==> src/hw/rtl/rmsm_pkg.sv <==
// ----------------------------------------------------------------------------
// rmsm_pkg
// Shared widths, types and constants of the running statistics unit.
// ----------------------------------------------------------------------------
package rmsm_pkg;

  localparam int SAMPLE_BITS = 16;
  localparam int COUNT_BITS  = 16;
  localparam int SUM_BITS    = 32;
  localparam int SQ_BITS     = 48;
  localparam int Q8_BITS     = 24;

  typedef logic signed [SAMPLE_BITS-1:0] sample_t;
  typedef logic        [COUNT_BITS-1:0]  count_t;
  typedef logic signed [SUM_BITS-1:0]    sum_t;
  typedef logic        [SQ_BITS-1:0]     sq_sum_t;
  typedef logic signed [Q8_BITS-1:0]     mean_t;
  typedef logic        [Q8_BITS-1:0]     stdev_t;

  localparam count_t COUNT_MAX = '1;

  // accumulator state right after one transaction
  typedef struct packed {
    count_t  count;
    sum_t    sum;
    sq_sum_t sq_sum;
    sample_t lo;
    sample_t hi;
    logic    sat;
  } snapshot_t;

endpackage

==> src/hw/rtl/rmsm_fifo.sv <==
// ----------------------------------------------------------------------------
// rmsm_fifo
// Two-entry snapshot queue between front and back.
// ----------------------------------------------------------------------------
module rmsm_fifo (
  input  logic                clk_i,
  input  logic                rst_ni,
  input  logic                push_i,
  input  rmsm_pkg::snapshot_t data_i,
  output logic                full_o,
  input  logic                pop_i,
  output logic                valid_o,
  output rmsm_pkg::snapshot_t data_o
);
  import rmsm_pkg::*;

  snapshot_t  mem_q [2];
  logic       wr_q, rd_q;
  logic [1:0] cnt_q;

  assign full_o  = cnt_q[1];
  assign valid_o = cnt_q != 2'd0;
  assign data_o  = mem_q[rd_q];

  always_ff @(posedge clk_i) begin
    if (push_i) begin
      mem_q[wr_q] <= data_i;
    end
  end

  always_ff @(posedge clk_i or negedge rst_ni) begin
    if (!rst_ni) begin
      wr_q  <= 1'b0;
      rd_q  <= 1'b0;
      cnt_q <= 2'd0;
    end else begin
      if (push_i) wr_q <= !wr_q;
      if (pop_i)  rd_q <= !rd_q;
      cnt_q <= cnt_q + {1'b0, push_i} - {1'b0, pop_i};
    end
  end

endmodule

==> config.mk <==
export PLATFORM = sky130hd
export DESIGN_NAME = rmsm_fifo
export DESIGN_NICKNAME = d
export VERILOG_FILES = /design/src/hw/rtl/rmsm_pkg.sv /design/src/hw/rtl/rmsm_fifo.sv
export SDC_FILE = /design/constraint.sdc
export NUM_CORES = 1
export LEC_CHECK = 0
export BUFFER_PORTS_ARGS = -buffer_cell sky130_fd_sc_hd__buf_2
export CAP_MARGIN = 5
export CORE_UTILIZATION = 30
export CTS_CLUSTER_DIAMETER = 40
export CTS_CLUSTER_SIZE = 16
export DETAILED_ROUTE_END_ITERATION = 7
export PLACE_DENSITY = 0.59
export SLEW_MARGIN = 10
export SYNTH_ARGS = -nofsm -noshare
export SYNTH_HDL_FRONTEND = slang
export SYNTH_SLANG_ARGS = --single-unit
==> constraint.sdc <==
create_clock -name clk_i -period 10.25 [get_ports clk_i]
set_clock_uncertainty 0.15 [all_clocks]
set_input_delay 1.5375 -clock clk_i [delete_from_list [all_inputs] [get_ports clk_i]]
set_output_delay 1.5375 -clock clk_i [all_outputs]
set_load 0.05 [all_outputs]
==> qor.yml, run 1 <==
clock_network:
  cts_resized: 0
  clock_path_buffers: 3
  clk_latency_ns: 0.50
  hold_buffers: 0
  htreeDepth: 2
  post_cts_buffers: 0
  cts_tree: "built"
  root_buffer: "clkbuf_16"
  cts_buffers: 37
  path_clk_slew_ns: 0.05
  cts.sinks: 262
critical_path:
  cp_max_fo: 67
  rr_worst_depth: 3
  path_cells: "buf_4 > mux2_2 > buf_2"
  slowest_delay_ns: 1.02
  critPathSlowestCell: "dfrtp_4"
  worstPathRequired_ns: 8.56
  reg2reg_to: "mem_q[0][80]"
  r2r_setup_slack_ns: 7.59
  arrival_ns: 3.01
  r2r-start: "wr_q"
  worst-path-stages: 3
  critPathLaunchType: "flop"
  worstSetupPathType: "reg2out"
  critical-path-top-delay-family: "flip-flops"
  crit_path_end_kind: "primary output"
  cp_num_buf_inv: 2
floorplan:
  start_util_pct: 30.8
  design.die.area_um2: 32500
  die_x_um: 180
  io_pins: 264
  fp-row-count: 64
  fp.dieH_um: 180
  core_um2: 30900
placed_design:
  hpwl_mm: 12.1
  post-place-ws_ns: 6.00
  place.gp.congestion: 0.724
  portBuffers: 263
  placedCellCount: 1064
hold_path:
  min_from: "wr_q"
  hold-path-endpoint: "wr_q"
  min_path_cells: 1
  hold_class: "reg2reg"
yosys:
  synth_compound_area_share_pct: 0
  ys_top_cells_by_area: "edfxtp_1, mux2_2, buf_6"
  synth_seq_cells: 262
  synth_top_family_by_area: "multiplexers"
  yosysUniqueCellTypes: 13
  ys_seq_area_share_pct: 82.4
  yosysWarningCount: 0
  synth-adder-area-share_pct: 0.263
  synthMuxAreaShare_pct: 15.2
  syn_inst: 415
  synth-simple-area-share_pct: 0.197
  syn_nets: 550
  synth_top_area_share_pct: 81.3
  yosysTopAreaCell: "edfxtp_1"
  syn_area_um2: 9530
  synth-xor-area-share_pct: 0.433
  avgSynthCellArea_um2: 23.0
cells_and_area:
  register_area_um2: 7850
  drive_above_1_share_pct: 63.0
  final_common_cell: "buf_2"
  final_cell_mix: "buf_2, edfxtp_1, mux2_2"
  fillers: 2879
  nets: 842
  fin_cells: 1134
  multi_input_comb_area_um2: 1550
  synthToLayoutAreaGrowth_pct: 32.1
sta:
  fmax_ghz: 0.213
  period_share_pct: 45.9
  finalMaxSlewViolations: 0
  finalSetupViolCount: 0
  rsz0062_at_grt: "false"
  tns_ns: 0
  worst_pin_slew_ns: 0.972
  fin_crit_ns: 4.70
  layout_setup_ws_ns: 5.55
  hold_viol: 0
  relSlewSlack_pct: 35.2
global_route:
  grt_busiest_layer: "met2"
  use_met1_pct: 12.3
  gr-usage-met3_pct: 4.65
  grtUsageMet2_pct: 19.6
  grt_pass1_vias: 5155
  antenna_found_initial: 3
  grt_pass1_wl_mm: 28.4
  grt_overflow: 0
  grt_max_degree: 68
  grt_usage_pct: 11.3
power_and_ir_drop:
  leakagePower_uw: 0.00473
  power_uw: 4370
  cellPowerDensity_nw_per_um2: 347
  ir_worst_vdd_mv: 0.183
drt:
  num_vias: 4917
  detail_route.wl_per_cell_um: 16.6
  drt_iter0_drc: 238
  route.detailed.drc: 0
  first_pass_iters: 4
  wl_mm: 18.8
  avgViaCountPerCell: 4.34
  antenna_left: 0
run_status:
  status: "finished, final reports clean"
job:
  drv_cap: 0
[synthesized netlist by cell type (all sizes together)]
library cell / count
or2: 1
inv: 2
nor2b: 1
ha: 2
xor2: 2
and2: 1
dfrtp: 4
xor3: 1
edfxtp: 258
buf: 14
mux2: 129
[layout make-up]
class,count,share of cell area [%]
clock inverter,28,2.78
timing repair buffer,267,10.7
multi-input combinational,137,12.3
inverter,2,0.0597
sequential,262,62.4
tap,396,3.94
antenna,2,0.0398
clock buffer,40,7.79
[stage by stage]
| stage | cell area [um2] | hold WS [ns] | utilization [%] |
|---|---|---|---|
| 2_1_floorplan | 9530 | 0.305 | - |
| 3_3_place_gp | 11200 | 0.378 | 36.4 |
| 3_5_place_dp | 11200 | 0.388 | 36.4 |
| 4_1_cts | 12600 | 0.408 | 40.7 |
| 5_1_grt | 12600 | 0.426 | 40.7 |
| 6_report | 12600 | 0.412 | 40.7 |
[metal layers]
layer  vias up  share of wire (%)  wire [um]
met5         -              0.053         10
met4         2                2.4        459
met3        42                9.4       1770
met2       189                 49       9180
met1      2422                 39       7420
li1       2262                  -          -
[registers in the layout, indices dropped and copies added (netlist names)]
register,cells
cnt_q,2
rd_q,1
mem_q,258
wr_q,1
[worst max-delay path by stage]
| stage | slack [ns] | start | end |
|---|---|---|---|
| after floorplan | 2.34 | push_i | mem_q[0][0] |
| after global placement | 6.00 | rd_q | data_o[127] |
| final | 5.55 | rd_q | data_o[54] |
| after global routing | 5.33 | rd_q | data_o[19] |
| after CTS | 5.45 | rd_q | data_o[19] |
| after detailed placement | 6.00 | rd_q | data_o[19] |
[where the power goes]
| part | leakage, uW | internal, uW | switching [uW] |
|---|---|---|---|
| combinational | 0.00162 | 412 | 1110 |
| clock | 0.000636 | 856 | 468 |
| sequential | 0.00247 | 1430 | 96.9 |
| total | 0.00473 | 2690 | 1680 |
[cells by family after synthesis]
kind of cell  after synthesis
fa+ha+maj                   2
buf+inv                    16
xor+xnor                    3
simple gates                3
mux                       129
flops                     262
No activity file was read; power rests on OpenSTA's default activity.
==> inputs of run 2 (changes only) <==
--- a/config.mk
+++ b/config.mk
@@ -5,13 +5,14 @@
 export SDC_FILE = /design/constraint.sdc
 export NUM_CORES = 1
 export LEC_CHECK = 0
+export ABC_AREA = 1
 export BUFFER_PORTS_ARGS = -buffer_cell sky130_fd_sc_hd__buf_2
 export CAP_MARGIN = 5
 export CORE_UTILIZATION = 30
 export CTS_CLUSTER_DIAMETER = 40
 export CTS_CLUSTER_SIZE = 16
 export DETAILED_ROUTE_END_ITERATION = 7
-export PLACE_DENSITY = 0.59
+export PLACE_DENSITY = 0.6
 export SLEW_MARGIN = 10
 export SYNTH_ARGS = -nofsm -noshare
 export SYNTH_HDL_FRONTEND = slang
==> constraint.sdc (replaced) <==
create_clock -name clk_i -period 4.3 [get_ports clk_i]
set_clock_uncertainty 0.15 [all_clocks]
set_input_delay 0.645 -clock clk_i [delete_from_list [all_inputs] [get_ports clk_i]]
set_output_delay 0.645 -clock clk_i [all_outputs]
set_load 0.05 [all_outputs]
==> qor.yml, run 2 <==
run_status:
  status: "finished, final reports clean"  # unchanged
drt:
  wl_mm: 20.6  # was 18.8 mm
  route.detailed.drc: 0  # unchanged
  detail_route.wl_per_cell_um: 14.1  # was 16.6 um
  drt_iter0_drc: 250  # was 238
  avgViaCountPerCell: 4.15  # was 4.34
  antenna_left: 0  # unchanged
  first_pass_iters: 4  # unchanged
  num_vias: 6062  # was 4917
global_route:
  grt_usage_pct: 11.6  # was 11.3%
  grt_overflow: 0  # unchanged
  grt_pass1_vias: 5888  # was 5155
  grt_max_degree: 75  # was 68
  grt_pass1_wl_mm: 31.2  # was 28.4 mm
  antenna_found_initial: 4  # was 3
sta:
  fmax_ghz: 0.314
  period_share_pct: 74.1
  relSlewSlack_pct: 46.3  # was 35.2%
  rsz0062_at_grt: "false"  # unchanged
  tns_ns: 0  # unchanged
  layout_setup_ws_ns: 1.11  # was 5.55 ns
  finalSetupViolCount: 0  # unchanged
  finalMaxSlewViolations: 0  # unchanged
  hold_viol: 0  # unchanged
  fin_crit_ns: 3.19
  worst_pin_slew_ns: 0.805  # was 0.972 ns
cells_and_area:
  final_cell_mix: "buf_2, edfxtp_1, inv_1"  # was buf_2, edfxtp_1, mux2_2
  register_area_um2: 7850  # unchanged
  multi_input_comb_area_um2: 1580  # was 1550 um2
  reg_top3: "mem_q (258), cnt_q (2)"  # unchanged
  largest_register_ffs: 258  # unchanged
  nets: 1120  # was 842
  regMostFlops: "mem_q"  # unchanged
  design_area_um2: 13300  # was 12600 um2
  drive_above_1_share_pct: 43.7  # was 63.0%
  fillers: 3174  # was 2879
  final_common_cell: "buf_2"  # unchanged
  synthToLayoutAreaGrowth_pct: 30.1  # was 32.1%
  final_util_pct: 39.6  # was 40.7%
critical_path:
  cp_max_fo: 61  # was 67
  worstSetupPathType: "reg2out"  # unchanged
  startpoint: "rd_q"  # unchanged
  worstPathRequired_ns: 3.50  # was 8.56 ns
  rr_worst_depth: 3  # unchanged
  crit_path_end_kind: "primary output"  # unchanged
  critPathLaunchType: "flop"  # unchanged
  arrival_ns: 2.39  # was 3.01 ns
  r2r-start: "wr_q"  # unchanged
power_and_ir_drop:
  seqPwrFrac_pct: 31.8  # was 34.8%
  ir_worst_vdd_mv: 0.399  # was 0.183 mV
  cellPowerDensity_nw_per_um2: 853  # was 347 nW/um2
  comb_power_share_pct: 40.0  # was 34.9%
  p_sw_uw: 5010  # was 1680 uW
  swShare_pct: 44.2  # was 38.4%
  p_int_uw: 6320  # was 2690 uW
  leakagePower_uw: 0.00559  # was 0.00473 uW
  power.clock.fraction_pct: 28.2  # was 30.3%
yosys:
  synth_seq_cells: 262  # unchanged
  synth-main-ff-cell: "edfxtp_1"  # unchanged
  yosysWarningCount: 0  # unchanged
  synth_top_area_share_pct: 75.9  # was 81.3%
  yosysTopAreaCell: "edfxtp_1"  # unchanged
  async_flop_share_pct: 1.53  # unchanged
  synth-edff-count: 258  # unchanged
  yosysUniqueCellTypes: 18  # was 13
  synth_common_cells: "edfxtp_1, inv_1, nand2_1"  # was edfxtp_1, mux2_2, buf_6
  ys_seq_area_share_pct: 76.8  # was 82.4%
  syn_area_um2: 10200  # was 9530 um2
  ys_top_cells_by_area: "edfxtp_1, o21ai_2, inv_1"  # was edfxtp_1, mux2_2, buf_6
  avgSynthCellArea_um2: 14.6  # was 23.0 um2
  syn_nets: 833  # was 550
  yosysMostFrequentCell: "edfxtp_1"  # unchanged
  syn_inst: 698  # was 415
clock_network:
  cts_buffers: 41  # was 37
  post_cts_buffers: 0  # unchanged
  hold_buffers: 1  # was 0
  cts.sinks: 262  # unchanged
  path_clk_slew_ns: 0.06  # was 0.05 ns
  clock_path_buffers: 3  # unchanged
  cts_tree: "built"  # unchanged
  cts_resized: 0  # unchanged
  htreeDepth: 2  # unchanged
  root_buffer: "clkbuf_16"  # unchanged
  clk_latency_ns: 0.51  # was 0.50 ns
placed_design:
  post-place-ws_ns: 1.59  # was 6.00 ns
  place.gp.congestion: 0.758  # was 0.724
  portBuffers: 263  # unchanged
  hpwl_mm: 13.4  # was 12.1 mm
  place_area_um2: 11900  # was 11200 um2
hold_path:
  min_path_cells: 1  # unchanged
  hold_class: "in2reg"  # was reg2reg
  min_from: "data_i[87]"  # was wr_q
floorplan:
  io_pins: 264  # unchanged
  design.die.area_um2: 34800  # was 32500 um2
  fp.dieH_um: 187  # was 180 um
  core_um2: 33500  # was 30900 um2
  die_x_um: 187  # was 180 um
  fp-row-count: 67  # was 64
  start_util_pct: 30.5  # was 30.8%
job:
  drv_cap: 0  # unchanged
==> run 2: cell types whose count changed in the layout (fill, tap and decap cells not counted), sizes merged, moves of 5 or more <==
cell / change
buf: +5
inv: +141
nand2: +136
mux2: -129
o21ai: +129
clkinv: -5
==> run 2: area by class of cell <==
type	count	share of cell area [%]
flip-flops and latches	262	59.1
repair buffers	273	10.9
clock inverters	27	2.21
diodes	1	0.0188
multi-input cells	271	11.9
well taps	448	4.22
clock buffers	43	7.85
inverters	136	3.88
==> run 2: kinds of logic after synthesis <==
| logic type | after synthesis | synth area share [%] |
|---|---|---|
| XOR/XNOR | 2 | 0.172 |
| flip-flops | 262 | 76.8 |
| AO/OA/AOI/OAI | 129 | 9.63 |
| AND/OR/NAND/NOR | 138 | 5.33 |
| adder cells (fa/ha/maj) | 2 | 0.245 |
| buffers and inverters | 165 | 7.78 |
==> run 2: per-layer routing <==
metal | wire, um | global-route usage [%] | vias to the layer above
li1 | - | - | 2978
met3 | 1530 | 4.02 | 38
met4 | 516 | 4.89 | 6
met2 | 9940 | 19.2 | 190
met5 | 39 | 0 | -
met1 | 8620 | 13.8 | 2850
==> run 2: power by group through the flow <==
stage | registers [uW] | clock network, uW | logic, uW
after floorplan | 3590 | 0 | 3770
after global placement | 3660 | 0 | 4580
after detailed placement | 3670 | 0 | 4610
after CTS | 3620 | 3280 | 4620
after global routing | 3660 | 3380 | 4790
final | 3610 | 3190 | 4530
==> run 2: path summary, 6_finish.rpt <==
path	slack, ns	endpoint
worst min register to register	0.40	wr_q
worst max-delay path	1.11	data_o[65]
min in group asynchronous	0.32	cnt_q[0]
worst min-delay path	0.16	mem_q[1][87]
worst max register to register	2.29	mem_q[1][60]
max in group asynchronous	3.53	rd_q
==> run 2: metrics by stage <==
stage	hold WS, ns	cells	power, uW
after floorplan	0.199	698	7360
after global placement	0.313	1389	8230
after detailed placement	0.315	1389	8280
after CTS	0.130	1460	11500
after global routing	0.130	1461	11800
final	0.162	1461	11300
==> run 2: worst max-delay path, cell delays in order, from the launching register on <==
cell	delay [ns]
dfrtp_4	0.93
buf_12	0.39
nand2_1	0.12
o21ai_2	0.07
buf_2	0.27
