## src/hw/rtl/rmsm_pkg.sv

```systemverilog
// ----------------------------------------------------------------------------
// rmsm_pkg
// Shared widths, types and constants of the running statistics unit.
// ----------------------------------------------------------------------------
package rmsm_pkg;

  localparam int SAMPLE_BITS = 16;
  localparam int COUNT_BITS  = 16;
  localparam int SUM_BITS    = 32;
  localparam int SQ_BITS     = 48;
  localparam int Q8_BITS     = 24;

  typedef logic signed [SAMPLE_BITS-1:0] sample_t;
  typedef logic        [COUNT_BITS-1:0]  count_t;
  typedef logic signed [SUM_BITS-1:0]    sum_t;
  typedef logic        [SQ_BITS-1:0]     sq_sum_t;
  typedef logic signed [Q8_BITS-1:0]     mean_t;
  typedef logic        [Q8_BITS-1:0]     stdev_t;

  localparam count_t COUNT_MAX = '1;

  // accumulator state right after one transaction
  typedef struct packed {
    count_t  count;
    sum_t    sum;
    sq_sum_t sq_sum;
    sample_t lo;
    sample_t hi;
    logic    sat;
  } snapshot_t;

endpackage

```

## src/hw/rtl/rmsm_if.sv

```systemverilog
// ----------------------------------------------------------------------------
// rmsm_in_if / rmsm_out_if
// Valid/ready channels carrying samples in and statistics out.
// ----------------------------------------------------------------------------
interface rmsm_in_if;
  import rmsm_pkg::*;
  logic    valid;
  logic    ready;
  sample_t sample;
  logic    clear_first;

  modport source (output valid, output sample, output clear_first, input ready);
  modport sink   (input valid, input sample, input clear_first, output ready);
endinterface


```

## src/hw/rtl/rmsm_front.sv

```systemverilog
// ----------------------------------------------------------------------------
// rmsm_front
// Accepts samples, updates count, sums and extremes, queues a snapshot.
// ----------------------------------------------------------------------------
module rmsm_front (
  input  logic                clk_i,
  input  logic                rst_ni,
  rmsm_in_if.sink             in_i,
  output logic                push_o,
  output rmsm_pkg::snapshot_t snap_o,
  input  logic                full_i
);
  import rmsm_pkg::*;

  count_t  tally_q, tally_d, t_base;
  sum_t    sum_q, sum_d, s_base;
  sq_sum_t sq_q, sq_d, q_base;
  sample_t lo_q, lo_d, l_base;
  sample_t hi_q, hi_d, h_base;
  logic    sat;
  logic signed [2*SAMPLE_BITS-1:0] sqr;
  sample_t d;

  assign in_i.ready = !full_i;
  assign push_o     = in_i.valid && !full_i;
  assign d          = in_i.sample;
  assign sqr        = d * d;

  always_comb begin
    if (in_i.clear_first) begin
      t_base = '0; s_base = '0; q_base = '0; l_base = '0; h_base = '0;
    end else begin
      t_base = tally_q; s_base = sum_q; q_base = sq_q; l_base = lo_q; h_base = hi_q;
    end
    sat     = 1'b0;
    tally_d = t_base;
    sum_d   = s_base;
    sq_d    = q_base;
    lo_d    = l_base;
    hi_d    = h_base;
    if (t_base == COUNT_MAX) begin
      sat = 1'b1;
    end else begin
      tally_d = t_base + 1'b1;
      sum_d   = s_base + {{(SUM_BITS-SAMPLE_BITS){d[SAMPLE_BITS-1]}}, d};
      sq_d    = q_base + {{(SQ_BITS-2*SAMPLE_BITS){1'b0}}, sqr};
      if (t_base == '0) begin
        lo_d = d;
        hi_d = d;
      end else if (d < l_base) begin
        lo_d = d;
      end else if (d > h_base) begin
        hi_d = d;
      end
    end
  end

  assign snap_o = '{count: tally_d, sum: sum_d, sq_sum: sq_d, lo: lo_d, hi: hi_d, sat: sat};

  always_ff @(posedge clk_i or negedge rst_ni) begin
    if (!rst_ni) begin
      tally_q <= '0;
      sum_q   <= '0;
      sq_q    <= '0;
      lo_q    <= '0;
      hi_q    <= '0;
    end else if (push_o) begin
      tally_q <= tally_d;
      sum_q   <= sum_d;
      sq_q    <= sq_d;
      lo_q    <= lo_d;
      hi_q    <= hi_d;
    end
  end

endmodule

```

## src/flat_wrapper.sv

```systemverilog
// flat-port wrapper written by rule: the top's interface ports become plain ports
module rmsm_front_flat import rmsm_pkg::*;
  (clk_i, rst_ni, push_o, snap_o, full_i, in_i_valid, in_i_sample, in_i_clear_first, in_i_ready);
  rmsm_in_if in_i_i ();
  input  logic clk_i;
  input  logic rst_ni;
  output logic push_o;
  output rmsm_pkg::snapshot_t snap_o;
  input  logic full_i;
  input wire logic [$bits(in_i_i.valid)-1:0] in_i_valid;
  input wire logic [$bits(in_i_i.sample)-1:0] in_i_sample;
  input wire logic [$bits(in_i_i.clear_first)-1:0] in_i_clear_first;
  output wire logic [$bits(in_i_i.ready)-1:0] in_i_ready;
  assign in_i_i.valid = in_i_valid;
  assign in_i_i.sample = in_i_sample;
  assign in_i_i.clear_first = in_i_clear_first;
  assign in_i_ready = in_i_i.ready;
  rmsm_front u_core (.clk_i(clk_i), .rst_ni(rst_ni), .in_i(in_i_i), .push_o(push_o), .snap_o(snap_o), .full_i(full_i));
endmodule
```

## config.mk

```make
export PLATFORM = sky130hd
export DESIGN_NAME = rmsm_front_flat
export DESIGN_NICKNAME = d
export VERILOG_FILES = /design/src/hw/rtl/rmsm_pkg.sv /design/src/hw/rtl/rmsm_if.sv /design/src/hw/rtl/rmsm_front.sv /design/src/flat_wrapper.sv
export SDC_FILE = /design/constraint.sdc
export NUM_CORES = 1
export LEC_CHECK = 0
export BUFFER_PORTS_ARGS = -buffer_cell sky130_fd_sc_hd__buf_2
export CAP_MARGIN = 30
export CORE_MARGIN = 2
export CORE_UTILIZATION = 55
export DETAILED_ROUTE_END_ITERATION = 16
export PLACE_DENSITY = 0.74
export SETUP_SLACK_MARGIN = 0.1
export SLEW_MARGIN = 20
export SYNTH_ARGS = -nofsm -noshare
export SYNTH_HDL_FRONTEND = slang
export SYNTH_SLANG_ARGS = --single-unit
```

## constraint.sdc

```tcl
create_clock -name clk_i -period 28.6 [get_ports clk_i]
set_input_delay 5.72 -clock clk_i [delete_from_list [all_inputs] [get_ports clk_i]]
set_output_delay 5.72 -clock clk_i [all_outputs]
set_load 0.02 [all_outputs]
```

==> results.md, run 1 <==
Synth:
- For this run, the leading register cell type out of synthesis is dfrtp_1.
- When the netlist entered floorplanning its net count stood at 2,782.
- The number of synthesized flops with an enable pin is 0.
- For this run, the register share of the synthesized area comes to between 15 and 20%.
- A synthesized cell averages roughly 8.5 um2.
- The top cell type's share of synthesized area is about a quarter.
- The proportion of register bits with asynchronous set or reset after synthesis is 100%.
- Ranked by total cell area, the synthesized netlist is headed by fa_1 (24%), dfrtp_1 (16%), ha_1 (12%), inv_1 (6.8%), nand2_1 (5.6%).
- After technology mapping, the gate count stands at 2,336.
- The number of warnings printed during yosys synthesis is 0.
- The synthesis-stage register bit count is between 100 and 150.
- Counting distinct cell types in the post-synthesis netlist gives 85.
- The library cell occupying the most area in the post-synthesis netlist is fa_1.
- Summing every instance area after synthesis gives slightly below 0.02 mm2.

Placement:
- The congestion estimate from routability-driven global placement came to between 0.9 and 1.
- The half-perimeter wire length after placement is 41,200 um.
- The post-place setup slack is approximately 8.4 ns.
- Port buffering added 151 buffers.

Floorplanning:
- The vertical die dimension is approximately 190 um.
- The horizontal die dimension is slightly below 200 um.
- Once the floorplan was initialized, standard cells occupied between 50% and 60% of the core.
- The core area is 0.0356 mm2.
- The initialized floorplan defines 69 standard-cell rows.
- The number of primary I/O pins is 152.
- The full die area is 0.0377 mm2.

Global route:
- The largest net degree at the start of global routing is 70.
- The via count of the first global-routing pass was about 17,000.
- After global routing the overflow that remains totals 0.
- The initial antenna violation count was 1.
- In the global route stage, overall resource usage came out at between 30 and 40%.
- The first-pass GRT wire length is 89,900 um.

STA:
- Timing would allow up to 49.2 MHz.
- The total negative setup slack is 0 ns.
- In the post-route analysis, the smallest setup slack over all paths is between 8 and 9 ns.
- Setup repair after global routing left no endpoint under its margin.
- The total setup violations reported at the end of the flow is 0.
- The number of hold-slack violations in the final timing report is 0.
- Clock skew on the completed layout was measured at between 0.01 and 0.015 ns.
- The share of the cycle needed by the critical path after routing is 71.1%.
- For the pin with the worst max-slew slack, the measured transition is about 0.85 ns.
- The final count of pins violating max slew is 0.
- The normalized max-slew margin is 43.4%.
- The clock period minus worst slack is 20.33 ns.

Layout:
- From synthesis to final layout, the design area changed by 8.44%.
- The number of nets in the layout is between 2,000 and 3,000.
- The filler cells instantiated in the layout total between 3,000 and 4,000.
- The proportion of layout cells with a drive suffix above 1 is 10.8%.
- Measured on the finished design, the core utilization comes to 60.6%.
- The antenna diode count is 0.

Routing:
- For this block, the initial DRC count from the detailed router was 1,309.
- The total wirelength of the detailed-routed design is ~55,000 um.
- The average wire per cell in the routed design is about 19 um.
- The post-route antenna net violation count is 0.
- The routed layout has around 17,000 vias.
- The residual DRC count is 0.
- The number of iterations in the first detailed-routing pass is 5.
- In the routed layout, each cell is associated on average with a via count of 5.80.

Critical path:
- On the worst path, the slowest cell contributes a delay of ~0.72 ns.
- The maximum fanout encountered on the critical timing path is 37.
- For the worst setup path, the data arrival time is around 15 ns.
- The critical path is of the primary input to output pin type.
- The cell repeated most along the worst path is a21o_1.
- The critical path starts at in_i_sample[15].
- In this run the critical register-to-register path is launched from u_core.sq_q[2]$_DFFE_PN0P_.
- The slowest cell on the critical path is clkinv_1.
- The startpoint type of the worst setup path is a primary input.
- The sort of element at the end of the critical path is an output pin.
- The worst-case reg-to-reg path depth is 12.
- The capture instance of the worst register-to-register path is u_core.sq_q[37]$_DFFE_PN0P_.
- The setup slack of the worst register-to-register path is between 20 and 25 ns.
- Data on the critical path is required at its endpoint by ~23 ns.

Clock network:
- Counting along the longest clock path gives a buffer depth of 2.
- The post-cts hold buffer count is 0.
- After clock tree synthesis, the clock-pin slew on the worst setup and hold paths is around 0.060 ns.
- The insertion delay to the later sink of the worst-skew pair is 0.46 ns.
- The CTS H-tree depth is 4.
- Buffers inserted during clock tree synthesis total 17.
- TritonCTS built the clock tree.
- The number of buffers added for setup after CTS is 0.
- The number of gates given a new drive strength after cts is 0.
- In this run the clock root is driven by a clkbuf_16.
- The clock net sink count is 128.

Worst hold path:
- The cell count of the worst hold path is 2.
- The worst hold-check path type is flip-flop to flip-flop.
- The origin of the worst min-delay path is u_core.sq_q[0]$_DFFE_PN0P_.
- The hold path endpoint is u_core.sq_q[0]$_DFFE_PN0P_.

Outcome:
- The flow ran to the end, and the final reports show no timing, DRC or antenna violations.

Job:
- The number of max-cap violations is 0.
-- synthesized netlist by cell type (6+ instances only) --
library cell  number
a211oi_1          10
a21o_1            66
a21oi_1           93
a221o_1            6
a22o_1            16
a31oi_1           18
and3_1            21
buf_1             10
clkbuf_1          76
clkinv_1           8
dfrtp_1          128
fa_1             238
ha_1             187
inv_1            358
mux2_2            38
mux2i_1           42
nand2_1          296
nand2b_1          10
nand3_1           53
nand4_1           16
nor2_1           176
nor2b_1           78
nor3_1            26
o21a_1             9
o21ai_0          108
o21bai_1          13
o31ai_1           12
xnor2_1           78
xor2_1            42
-- layout by cell type (no fill, tap or decap), types with 6 or more instances in the layout --
cell type,netlist,layout
mux2i_1,42,42
ha_1,187,187
a21o_1,66,66
nand2_1,296,295
a22o_1,16,16
a31oi_1,18,18
and3_1,21,21
xnor2_1,78,78
nor3_1,26,26
buf_2,4,149
nand2b_1,10,10
nor2_1,176,176
nor2b_1,78,78
a221o_1,6,6
mux2_2,38,38
nand4_1,16,16
nand3_1,53,53
clkinv_1,8,7
a21oi_1,93,93
o21ai_0,108,108
clkbuf_16,0,17
dfrtp_1,128,128
fa_1,238,238
a211oi_1,10,10
buf_4,3,13
o21bai_1,13,13
o31ai_1,12,12
xor2_1,42,42
o21a_1,9,9
inv_1,358,358
-- final cells by class --
class	instances	area (um2)	share of cell area, %
Tap cell	461	577	2.67
Clock inverter	12	134	0.621
Inverter	367	1380	6.39
Timing Repair Buffer	165	890	4.12
Clock buffer	19	453	2.10
Sequential cell	128	3200	14.8
Multi-Input combinational cell	1747	14900	69.2
-- kinds of logic (layout without fill, tap and decap cells) --
group | Yosys count | in the layout | share of synthesized area (%)
XOR/XNOR | 120 | 120 | 5.28
adder cells (fa/ha/maj) | 425 | 425 | 35.7
AO/OA/AOI/OAI | 403 | 403 | 13.3
multiplexers | 80 | 80 | 4.26
flip-flops | 128 | 128 | 16.1
buffers and inverters | 461 | 563 | 8.82
AND/OR/NAND/NOR | 719 | 719 | 16.6
-- how the worst max path moves through the flow --
stage	to	slack, ns	cells after the start
floorplan	snap_o[78]	9.64	32
detailed placement	snap_o[68]	8.38	35
finish	snap_o[68]	8.27	35
CTS	snap_o[68]	8.35	35
global route	snap_o[68]	7.71	35
global placement	snap_o[72]	8.48	35
-- worst max-delay path, delay by kind of cell --
| kind | cells | cell delay [ns] |
|---|---|---|
| adder cells (fa/ha/maj) | 8 | 3.27 |
| XOR/XNOR | 3 | 0.39 |
| AO/OA/AOI/OAI | 11 | 2.42 |
| buffers and inverters | 6 | 1.48 |
| AND/OR/NAND/NOR | 7 | 1.32 |
-- sequential cells by signal, indices dropped and copies added, names as in the netlist --
name / count
u_core.lo_q: 16
u_core.hi_q: 16
u_core.sq_q: 48
u_core.sum_q: 32
u_core.tally_q: 16
-- per-layer routing --
| layer | GRT usage, % | up-vias | wire (um) |
|---|---|---|---|
| met5 | 0 | - | 0 |
| met4 | 11.4 | 0 | 2020 |
| met3 | 4.05 | 128 | 3270 |
| met2 | 51.6 | 556 | 26700 |
| met1 | 38.5 | 8330 | 22600 |
| li1 | - | 7786 | - |
-- per-stage QoR --
stage	std cells	hold WS, ns	area, um2
detailed placement	2866	0.462	21000
floorplan	2336	0.438	19900
global placement	2866	0.451	21000
CTS	2897	0.477	21500
global route	2899	0.503	21600
finish	2899	0.474	21600
Power of run 1 is not shown: default switching activity piles up to over one toggle a cycle in this logic, so the estimate is an artifact.
==> run 2, diff against run 1 <==
==> constraint.sdc (replaced) <==
create_clock -name clk_i -period 19.9 [get_ports clk_i]
set_input_delay 3.98 -clock clk_i [delete_from_list [all_inputs] [get_ports clk_i]]
set_output_delay 3.98 -clock clk_i [all_outputs]
set_load 0.02 [all_outputs]
==> run 2 against run 1 <==
Effect of this change: routed wire length hardly changed; setup slack got worse by 5.3 ns; first-iteration DRC count down 11%; critical path type unchanged; count of clock-buffer cells in the layout decreased by 1; core utilization grew 0.077 points; critical path depth is the same; final cell count unchanged; highest routed layer unchanged.
==> results.md, run 2 (synthesis results as in run 1) <==
Routing:
- The number of design-rule violations left by the first detailed-router iteration is 1,163 (-11%).
- The residual DRC count is 0 (unchanged).
- The number of iterations in the first detailed-routing pass came to 6 (+1).
- The ratio of routed vias to standard cells is 5.73 (-1.0%).
- The average wire per cell in the routed design is 18.8 um (about the same).
- The via count is 16,600 (-1.0%).
- The total wirelength of the detailed-routed design is 54,600 um (about the same).
- The post-route antenna net violation count is 0 (unchanged).

STA:
- The normalized max-slew margin was 45.4% (+2.1 points).
- The number of hold-slack violations in the final timing report was 0 (unchanged).
- The clock period minus worst slack is between 15 and 20 ns.
- The total negative setup slack is 0 ns (unchanged).
- The transition time at the pin with the least slew margin is 0.818 ns (-0.0312 ns).
- The total setup violations reported at the end of the flow is 0 (unchanged).
- The share of the cycle needed by the critical path after routing is ~85%.
- Setup repair after global routing left no endpoint under its margin.
- The worst setup skew after layout was 0.0130 ns (+0.00249 ns).
- Derived from the worst setup path, the maximum achievable clock frequency is a little under 60 MHz.
- The final count of pins violating max slew is 0 (unchanged).

Clock network:
- Clock tree synthesis selected as its root buffer the cell clkbuf_16.
- The CTS H-tree depth is 4 (unchanged).
- The insertion delay to the later sink of the worst-skew pair came to 0.45 ns (about the same).
- The CTS tree is built.
- The number of clock buffers inserted by TritonCTS is 17 (unchanged).
- The clock slew at the register clock pins of the worst setup and hold paths came to 0.06 ns (about the same).
- The maximum number of buffers from clock root to sink was 2 (unchanged).
- The number of buffers added for setup after CTS is 0 (unchanged).
- The number of gates given a new drive strength after cts was 0 (unchanged).
- The post-cts hold buffer count is 0 (unchanged).
- The clock net sink count is 128 (unchanged).

Floorplanning:
- The horizontal die dimension is 194 um (unchanged).
- The initial core utilization is 55.9% (unchanged).
- The number of primary I/O pins is 152 (unchanged).
- The vertical die dimension is 194 um (unchanged).
- The full die area is 0.0377 mm2 (unchanged).
- The core area came to 0.0356 mm2 (unchanged).
- The number of placement rows is 69 (unchanged).

Critical path:
- The type of the worst setup path is primary input to output pin.
- The setup slack of the worst register-to-register path is 16.14 ns (-8.74 ns).
- The slowest stage of the critical path is the clkinv_1 cell.
- The maximum fanout encountered on the critical timing path is 37 (unchanged).
- The critical path data required time is 15.92 ns (-6.96 ns).
- The longest individual stage delay on the worst path is 0.74 ns (+0.02 ns).
- The arrival time reported for the critical path endpoint was 12.93 ns (-1.68 ns).
- STA classifies the critical path endpoint as an output pin.
- The critical path starts at in_i_sample[15].
- The worst-case reg-to-reg path depth is 12 (unchanged).
- The critical register-to-register path startpoint is u_core.sq_q[2]$_DFFE_PN0P_.
- The endpoint identified for the worst register-to-register timing path is u_core.sq_q[37]$_DFFE_PN0P_.
- The startpoint type of the worst setup path is a primary input.
- The cell repeated most along the worst path is a21o_1.

Layout:
- The proportion of layout cells with a drive suffix above 1 is 10.8% (unchanged).
- The register with the most flip-flops is u_core.sq_q.
- The largest registers in the layout are u_core.sq_q x48, u_core.sum_q x32.
- The antenna diode count is 0 (unchanged).
- Leaving out fill and tap cells, the most frequent cell in the layout is inv_1.
- The share of the core filled with cells is 60.7% (+0.077 points).
- The number of nets in the layout is 2,872 (unchanged).
- The sequential cell area in the final layout is 0.00320 mm2 (unchanged).
- The final-layout fill cell count was 3,131 (-0.45%).
- The number of flip-flops under the largest register name is 48 (unchanged).
- The final instance area is 0.0216 mm2 (+0.13%).
- The library cells used most frequently in the layout, excluding fill and tap cells, are inv_1 (358), nand2_1 (295), fa_1 (238), ha_1 (187), nor2_1 (176).
- The area overhead of the layout relative to synthesis is 8.58%.
- The multi-input combinational cell area came to 0.0149 mm2 (unchanged).

Global route:
- The initial antenna violation count is 1 (unchanged).
- The aggregate global routing overflow is 0 (unchanged).
- The largest net degree at the start of global routing is 70 (unchanged).
- The overall routing resource usage came to 30.0% (about the same).
- The via count of the first global-routing pass came to 17,300 (-0.37%).
- The first-pass GRT wire length came to 89,700 um (-0.18%).

Outcome:
- The run finished with clean final reports.

Placement:
- The half-perimeter wire length after placement was 41,300 um (+0.26%).
- The cell area reported after detailed placement is 0.0210 mm2 (unchanged).
- The weighted congestion reported at the end of routability-driven placement is 0.920 (about the same).
- The number of buffer cells added on primary ports is 151 (unchanged).

Worst hold path:
- The origin of the worst min-delay path is u_core.sq_q[0]$_DFFE_PN0P_.
- The cell count of the worst hold path is 2 (unchanged).
- The worst hold-check path type is flip-flop to flip-flop.
- The path with the worst hold slack has its endpoint at u_core.sq_q[0]$_DFFE_PN0P_.

Job:
- The number of max-cap violations is 0 (unchanged).
run 2: worst max path at each step:
stage / endpoint
after global placement: snap_o[72]
after detailed placement: snap_o[72]
after floorplan: snap_o[78]
after global routing: snap_o[71]
after CTS: snap_o[72]
final: snap_o[68]
run 2: area by class of cell:
| cell class | instances | share of cell area (%) |
|---|---|---|
| tap | 461 | 2.67 |
| sequential | 128 | 14.8 |
| clock inverter | 13 | 0.753 |
| clock buffer | 18 | 2.03 |
| timing repair buffer | 165 | 4.18 |
| multi-input combinational | 1747 | 69.2 |
| inverter | 367 | 6.38 |
run 2: metal layers:
metal  track usage [%]  up-vias  share of wire, %
li1                  -     7793                 -
met1              38.4     8198                41
met2              51.4      515                49
met3              4.54      119               6.2
met4              11.5        0               3.7
met5                 0        -                 0
run 2: metrics by stage:
step	hold slack (ns)	instances	setup WS (ns)
2_1_floorplan	0.438	2336	4.42
3_3_place_gp	0.451	2866	3.26
3_5_place_dp	0.462	2866	3.16
4_1_cts	0.477	2897	3.11
5_1_grt	0.498	2899	2.45
6_report	0.474	2899	2.99
run 2: critical path: cells and delay by family:
family | cells | cell delay, ns
compound gates | 11 | 2.45
fa+ha+maj | 8 | 3.31
buf+inv | 6 | 1.47
simple gates | 7 | 1.30
xor+xnor | 3 | 0.39
Power of run 2 is left out for the same reason.
